--- config.mk ---
export PLATFORM = sky130hd
export DESIGN_NAME = fxalu_div_cell
export DESIGN_NICKNAME = d
export VERILOG_FILES = /design/src/rtl/core/fxalu_pkg.sv /design/src/rtl/core/fxalu_div_cell.sv
export SDC_FILE = /design/constraint.sdc
export NUM_CORES = 1
export LEC_CHECK = 0
export ABC_AREA = 0
export BUFFER_PORTS_ARGS = -buffer_cell sky130_fd_sc_hd__buf_2
export CORE_AREA = 3 3 132 134
export DETAILED_ROUTE_END_ITERATION = 16
export DIE_AREA = 0 0 135 137
export GPL_TIMING_DRIVEN = 0
export PLACE_DENSITY_LB_ADDON = 0.1
export SETUP_SLACK_MARGIN = 0.02
export SYNTH_ARGS = -nofsm -noshare
export SYNTH_HDL_FRONTEND = slang
export SYNTH_SLANG_ARGS = --single-unit
--- constraint.sdc ---
create_clock -name aclk -period 3.35 [get_ports aclk]
set_clock_uncertainty 0.05 [all_clocks]
set_input_delay 0 -clock aclk [delete_from_list [all_inputs] [get_ports aclk]]
set_output_delay 0 -clock aclk [all_outputs]
set_load 0.05 [all_outputs]
--- src/rtl/core/fxalu_pkg.sv ---
// Package: shared types, opcodes and constants for the Q24.8 arithmetic unit.
package fxalu_pkg;

    localparam int DataWidth = 32;
    localparam int FracBitsDefault = 8;

    typedef enum logic [3:0] {
        FUNC_ADD      = 4'd0,
        FUNC_SUB      = 4'd1,
        FUNC_MUL      = 4'd2,
        FUNC_DIV      = 4'd3,
        FUNC_MIN      = 4'd4,
        FUNC_MAX      = 4'd5,
        FUNC_INC      = 4'd6,
        FUNC_DEC      = 4'd7,
        FUNC_FROM_INT = 4'd8,
        FUNC_TO_INT   = 4'd9
    } func_t;

    typedef struct packed {
        logic [3:0]         func;
        logic signed [31:0] operand_a;
        logic signed [31:0] operand_b;
    } in_beat_t;

    typedef struct packed {
        logic signed [31:0] result;
        logic               a_less;
        logic               a_equal;
        logic               a_greater;
        logic               divide_by_zero;
    } out_beat_t;

    // Per-item context carried along the divider chain.
    typedef struct packed {
        logic               valid;
        logic               is_div;
        logic               dz;
        logic               neg;
        logic signed [31:0] result;
        logic               a_less;
        logic               a_equal;
        logic               a_greater;
    } ctx_t;

endpackage

--- src/rtl/core/fxalu_div_cell.sv ---
// Divider cell: one restoring quotient bit per cell, registered, enable-stalled.
module fxalu_div_cell #(
    parameter int QW = 40
) (
    input  logic                 aclk,
    input  logic                 aresetn,
    input  logic                 en,
    input  fxalu_pkg::ctx_t      ctx_in,
    input  logic [QW-1:0]        rem_in,
    input  logic [QW-1:0]        quo_in,
    input  logic [31:0]          den_in,
    output fxalu_pkg::ctx_t      ctx_out,
    output logic [QW-1:0]        rem_out,
    output logic [QW-1:0]        quo_out,
    output logic [31:0]          den_out
);
    logic [QW:0]   trial;
    logic [QW:0]   diff;
    logic          take;
    fxalu_pkg::ctx_t ctx_reg;
    logic [QW-1:0] rem_reg, quo_reg;
    logic [31:0]   den_reg;

    // Shift next dividend bit (quo MSB) into remainder, try subtract.
    assign trial = {rem_in, quo_in[QW-1]};
    assign diff  = trial - {{(QW-31){1'b0}}, den_in};
    assign take  = ~diff[QW];

    always_ff @(posedge aclk) begin
        if (!aresetn) begin
            ctx_reg.valid <= 1'b0;
        end else if (en) begin
            ctx_reg <= ctx_in;
        end
        if (en) begin
            rem_reg <= take ? diff[QW-1:0] : trial[QW-1:0];
            quo_reg <= {quo_in[QW-2:0], take};
            den_reg <= den_in;
        end
    end

    assign ctx_out = ctx_reg;
    assign rem_out = rem_reg;
    assign quo_out = quo_reg;
    assign den_out = den_reg;
endmodule

==> results of run 1 <==
## registers in the layout, indices dropped and copies added, names as in the netlist
name     count
quo_out     40
ctx_out     39
rem_out     40
den_out     32
## per-stage QoR
step	hold WS (ps)	TNS (ps)	cells	setup WS (ps)	power, uW
floorplan	48.9	0	540	27.9	3280
global placement	128	-32630	1063	-667	3660
detailed placement	128	-22740	1064	-684	3670
CTS	47.6	0	1252	8.24	5720
global route	79.9	0	1253	19.8	5920
finish	52.3	0	1253	116	5690
## kinds of logic after synthesis
group / count (synthesis) / share of synthesized area
buffers and inverters: 59 / 0.0352
xor gates and xnor gates: 38 / 0.0504
AOI/OAI and AO/OA: 134 / 0.121
muxes: 3 / 0.00431
DFF: 151 / 0.649
adders and majority gates: 33 / 0.0603
and+or+nand+nor: 122 / 0.0797
## placed cells by master, fill, tap and decap left out, drive strengths merged, types with 2 or more instances in the layout
cell / Yosys / final
a211oi: 2 / 2
edfxtp: 150 / 150
a31oi: 7 / 7
and2: 2 / 2
xnor2: 19 / 19
nand2: 65 / 65
or4: 2 / 2
xor2: 19 / 19
a21o: 17 / 17
clkbuf: 10 / 26
nor3: 5 / 5
a21oi: 29 / 29
nand4: 6 / 6
nor2: 22 / 22
ha: 32 / 32
nor2b: 5 / 5
o21ai: 46 / 46
o21a: 4 / 4
mux2i: 3 / 3
o211ai: 4 / 4
o41ai: 5 / 5
nor4: 4 / 4
a2111oi: 2 / 2
a221oi: 4 / 4
inv: 42 / 50
or3: 2 / 2
clkinvlp: 0 / 2
o31ai: 2 / 2
o21bai: 4 / 4
dlygate4sd3: 0 / 152
clkinv: 0 / 4
buf: 7 / 317
## worst paths after layout
check,end,cells past startpoint
worst min register to register,ctx_out[38],3
worst min-delay path,rem_out[39],1
worst max register to register,ctx_out[38],3
worst max-delay path,rem_out[34],16
## timing repair
item / CTS / global route
gates resized for setup: 8 / 22
pin swaps: 4 / 12
hold buffers: 152 / 0
endpoints found under the setup margin: 37 / 38
buffers inserted: 3 / 3
hold endpoints to repair: 150 / 0
gates cloned: 1 / 0
## routing by layer
layer / share of wire / track usage / vias up
li1: - / - / 2962
met1: 0.37 / 0.253 / 2901
met2: 0.54 / 0.420 / 232
met3: 0.070 / 0.0603 / 35
met4: 0.022 / 0.0761 / 2
met5: 0.00061 / 0 / -
## power by group through the flow
stage                     clock, uW  sequential, uW  combinational, uW
after floorplan                   0            2930                356
after global placement            0            2350               1310
after detailed placement          0            2350               1320
after CTS                      1930            2310               1490
after global routing           2010            2320               1600
final                          1880            2310               1500
## worst reg2reg max path, stage by stage, from the launching register on
cell           delay (ps)
dfxtp_1               310
mux2i_1               120
nor2b_1                60
dlygate4sd3_1         550
## final cells by class
| class | instances | area (um^2) |
|---|---|---|
| clock inverters | 15 | 161 |
| plain buffers | 15 | 85.1 |
| repair buffers | 463 | 3140 |
| inverters | 42 | 160 |
| flip-flops and latches | 151 | 4520 |
| clock buffers | 17 | 425 |
| fillers | 1235 | 5350 |
| well taps | 220 | 275 |
| multi-input cells | 330 | 2290 |
==> impl_summary.txt, run 1 <==
----------------------------------------------------
[Pwr]
  Part of the power in combinational logic ... 0.264
  Int Pwr ... about 3800 uW
  IR drop worst, VDD ... 0.000327 V
  Power per cell area ... about 510 nW/um^2
  Leakage power figure ... roughly 0.0048 uW
  Share of power burned in the clock network ... 0.331
  Part of the total power dissipated in sequential elements ... 0.405
  Total net switching power ... 1890 uW
  Sw Ratio ... 0.331

[Clocking]
  TritonCTS buffer count ... 17
  Clock edge transition at the registers on the reported setup and hold paths ... roughly 70 ps
  Clock buffer depth ... 2
  CTS Root Cell ... clkbuf_16
  Clock tree from TritonCTS ... done
  Deepest level of the CTS H-tree ... 4
  Clock insertion delay at the later pin of the skew report ... ~420 ps
  # clock sinks ... about 150

[Placement]
  DP HPWL ... approximately 15 mm
  IO Port Bufs ... a little over 300
  Dpl cell area ... approximately 8800 um^2
  Gpl congestion ... about 0.87

[Yosys]
  Avg Synthesized Cell Area ... between 10 and 15 um^2
  Share of the yosys chip area belonging to registers ... 0.649
  Total of warnings raised by yosys ... 0
  Most area-consuming cells after synthesis ... edfxtp_1 (65%), ha_1 (5.7%), nand2_1 (3.5%), o21ai_0 (2.5%), xor2_1 (2.4%)
  Post-Synthesis Net Count ... 727
  Area leader, netlist ... edfxtp_1
  Most frequent cells after synthesis ... edfxtp_1 (150), nand2_1 (65), inv_1 (41), o21ai_0 (35), ha_1 (32)
  Summed instance area of the synthesized netlist ... roughly 7000 um^2
  Most frequent cell after synthesis ... edfxtp_1
  Distinct cell type count after synthesis ... 57
  Most frequently used flop master after synthesis ... edfxtp_1
  Number of flops mapped to enable cells by yosys ... 150
  Fraction of synthesis flops using an asynchronous set or reset pin ... 0
  Synth Register Bits ... 151
  Post-synthesis instance total ... 540
  Area share of the leading cell type in the synthesized netlist ... 0.646

[Global route]
  Wire length of the first global-routing pass ... about 32 mm
  Total routing usage reported by global routing ... 0.227
  Number of global-route vias before repair ... between 6,000 and 7,000
  Number of antenna violations at the first check in global routing ... 1
  Pin count of the biggest net entering global routing ... 72
  Remaining global-route overflow ... 0

[Setup path]
  Cells along the critical path ... buf_2, inv_1, ha_2, inv_1, fa_2, a211oi_2, o211ai_1, a221oi_2, o211ai_1, o21a_1, or4b_4, xnor2_4, buf_8, inv_4, and3_4, xor2_1
  R2r setup slk ... between 2000 and 2500 ps
  Endpoint type of the worst setup path ... register
  Family of cells with the greatest summed delay on the critical path ... compound AO/OA/AOI/OAI gates
  Critical path class ... in -> reg
  Setup crit start kind ... input port
  Worst R2R Start ... ctx_out[38]
  Critical path data arrival time ... around 3400 ps
  Req. time, crit path ... 3480 ps
  Critical path buffer and inverter count ... 5
  Highest cell delay on the worst timing path ... about 530 ps
  Cell type of the slowest stage on the worst timing path ... or4b_4
  Origin of the worst setup path ... quo_in[39]
  Worst Path Max Fanout ... 5

[Detailed routing]
  Residual DRC count ... 0
  First-pass iteration count of the detailed router ... 5
  Iteration-0 DRC Markers ... 350
  Post-detailed-route via-to-cell ratio ... slightly below 5
  Routed wire length ... approximately 21 mm
  Vias ... 6,132
  Post-DRT Antenna Nets ... 0
  Post-detailed-route wirelength per cell ... about 17 um

[Timing]
  Relative max-transition margin ... 0.451
  Final worst-path cycle share ... 0.965
  Count of final setup violators ... 0
  Measured slew at the worst slew-check pin ... 824 ps
  Number of hold violations in the final report ... 0
  Period minus WS final ... 3230 ps
  Final number of max-transition violations ... 0
  Maximum operating frequency ... around 300 MHz
  Setup repair after global routing missed its margin ... no

[Die]
  Number of ports placed on the die boundary ... between 300 and 400
  Die width ... 135 um
  Std cell rows ... 47
  Placeable core region ... 16,400 um^2
  Die ar. ... 18,500 um^2
  Die Y ... roughly 140 um
  Initial core utilization ... 0.425

[Flow run]
  Max Cap Violations ... 0

[Cells and area]
  N_diodes ... 0
  Net count, final ... 1,207
  Fraction of the core area covered by cells at the end of the flow ... 0.674
  Share of cells above drive strength 1 ... 0.361
  Final instance area ... 11,100 um^2
  Layout area overhead ... 58.7%

[Hold path]
  Path type of the worst min-delay path ... in -> reg
  Hold path startpoint ... en

[Status]
  Status ... finished clean

----------------------------------------------------
Power figures use the tool's default switching activity.
==> inputs of run 2 (changes only) <==
- MAX_ROUTING_LAYER: unset -> met4
==> impl_summary.txt, run 2 (synthesis gave the netlist of run 1 again) <==
----------------------------------------------------
[Status]
  Status ... finished clean

[Clocking]
  # clock sinks ... approximately 150
  Deepest level of the CTS H-tree ... 4
  CTS Root Cell ... clkbuf_16
  TritonCTS buffer count ... 17
  Clock tree from TritonCTS ... done
  Clock insertion delay at the later pin of the skew report ... about 420 ps
  Clock buffer depth ... 2
  Clock edge transition at the registers on the reported setup and hold paths ... approximately 70 ps

[Global route]
  Pin count of the biggest net entering global routing ... 71
  Remaining global-route overflow ... 0
  Number of global-route vias before repair ... between 6,000 and 7,000
  Total routing usage reported by global routing ... 0.230
  Wire length of the first global-routing pass ... around 32 mm
  Number of antenna violations at the first check in global routing ... 0

[Detailed routing]
  Iteration-0 DRC Markers ... 323
  Post-detailed-route via-to-cell ratio ... around 4.9
  Residual DRC count ... 0
  Post-DRT Antenna Nets ... 0
  Post-detailed-route wirelength per cell ... 17.1 um
  Vias ... just over 6,000
  First-pass iteration count of the detailed router ... 4
  Routed wire length ... 21.4 mm

[Setup path]
  Setup crit start kind ... input port
  Critical path class ... in -> reg
  Worst Path Max Fanout ... 5
  R2r setup slk ... 2150 ps
  Worst R2R Start ... ctx_out[38]
  Req. time, crit path ... 3480 ps
  Number of cell instances on the worst register-to-register path ... 3
  Reg-to-reg endpoint ... ctx_out[38]
  Endpoint type of the worst setup path ... register
  Critical path data arrival time ... between 3000 and 4000 ps

[Pwr]
  Int Pwr ... 3810 uW
  Part of the power in combinational logic ... 0.265
  Sw Ratio ... 0.330
  IR drop worst, VDD ... approximately 0.00032 V
  Total net switching power ... between 1500 and 2000 uW
  Leakage power figure ... roughly 0.0049 uW
  Share of power burned in the clock network ... 0.329
  Part of the total power dissipated in sequential elements ... 0.405
  Power per cell area ... approximately 500 nW/um^2

[Die]
  Die ar. ... 18,500 um^2
  Placeable core region ... between 15,000 and 20,000 um^2
  Initial core utilization ... 0.425
  Number of ports placed on the die boundary ... 305
  Die Y ... between 100 and 150 um
  Die width ... about 140 um
  Std cell rows ... 47

[Timing]
  Final number of max-transition violations ... 0
  Post-layout worst setup margin ... a little over 60 ps
  Setup tns final ... 0 ps
  Count of final setup violators ... 0
  Period minus WS final ... roughly 3300 ps
  Measured slew at the worst slew-check pin ... around 800 ps
  Final worst-path cycle share ... 0.982
  Maximum operating frequency ... slightly above 300 MHz
  Relative max-transition margin ... 0.461
  Number of hold violations in the final report ... 0

[Placement]
  IO Port Bufs ... around 300
  Gpl congestion ... 0.884
  Dpl cells ... around 1,100
  DP HPWL ... between 15 and 20 mm
  Dpl cell area ... between 8000 and 9000 um^2
  Worst setup slack after placement ... -685 ps

[Hold path]
  Hold path startpoint ... en
  Endpoint, Worst Hold ... rem_out[37]
  Number of cells traversed by the worst hold path ... 1
  Path type of the worst min-delay path ... in -> reg

[Cells and area]
  Number of fill cells ... 1,215
  Most common cell after layout, fill and taps aside ... buf_2
  Final standard cell count with taps included and fillers excluded ... approximately 1,300
  Final instance area ... 11,100 um^2
  Share of cells above drive strength 1 ... 0.363
  Fraction of the core area covered by cells at the end of the flow ... 0.676
  Layout area overhead ... 59.2%
  N_diodes ... 0
  Net count, final ... about 1,200
  Leading cell types in the layout, fill and taps excluded ... buf_2 (302), dlygate4sd3_1 (152), edfxtp_1 (150)

[Flow run]
  Max Cap Violations ... 0

----------------------------------------------------
run 2: layout make-up:
class,count,area (um^2),share of cell area
buffer,15,105,0.00948
tap,220,275,0.0248
clock buffer,17,425,0.0384
timing repair buffer,465,3160,0.285
multi-input combinational,330,2290,0.206
sequential,151,4520,0.408
clock inverter,15,156,0.0141
inverter,42,160,0.0144
run 2: worst max-delay path by stage:
| stage | start | end | slack [ps] |
|---|---|---|---|
| floorplan | quo_in[39] | rem_out[35] | 30 |
| finish | quo_in[39] | rem_out[34] | 60 |
| global route | den_in[11] | rem_out[34] | -30 |
| global placement | quo_in[39] | rem_out[34] | -670 |
| CTS | den_in[21] | rem_out[34] | 30 |
| detailed placement | quo_in[39] | rem_out[34] | -690 |
run 2: critical path, cell delays in order:
cell	delay (ps)
buf_2	100
inv_1	50
ha_2	190
inv_1	50
fa_2	370
a211oi_2	230
o211ai_1	140
a221oi_2	350
o211ai_1	240
o21a_1	260
or4b_4	520
buf_6	150
xnor2_4	210
buf_8	170
inv_4	60
and3_1	160
xor2_1	150
run 2: through the flow:
step	total power, uW	hold slack (ps)
2_1_floorplan	3280	48.9
3_3_place_gp	3660	128
4_1_cts	5700	55.1
5_1_grt	5920	75.5
6_report	5690	49.4
3_5_place_dp	3670	128
run 2: timing repair:
action / CTS / global route
hold buffers: 152 / 0
pin swaps: 2 / 7
setup buffers: 4 / 4
endpoints found under the setup margin: 37 / 38
endpoints found under the hold margin: 150 / 0
gates cloned: 0 / 1
gates resized for setup: 2 / 35
run 2: power by group through the flow:
stage          Sequential [uW]  Combinational, uW  Clock [uW]
6_report                  2310               1510        1870
5_1_grt                   2320               1600        1990
4_1_cts                   2310               1480        1910
3_5_place_dp              2350               1330           0
3_3_place_gp              2350               1310           0
2_1_floorplan             2930                356           0
run 2: routing by layer:
metal	GRT usage	wire [um]	vias up
li1	-	-	2971
met1	0.246	8010	2881
met2	0.414	11400	227
met3	0.0596	1490	39
met4	0.0840	505	0
met5	-	0	-
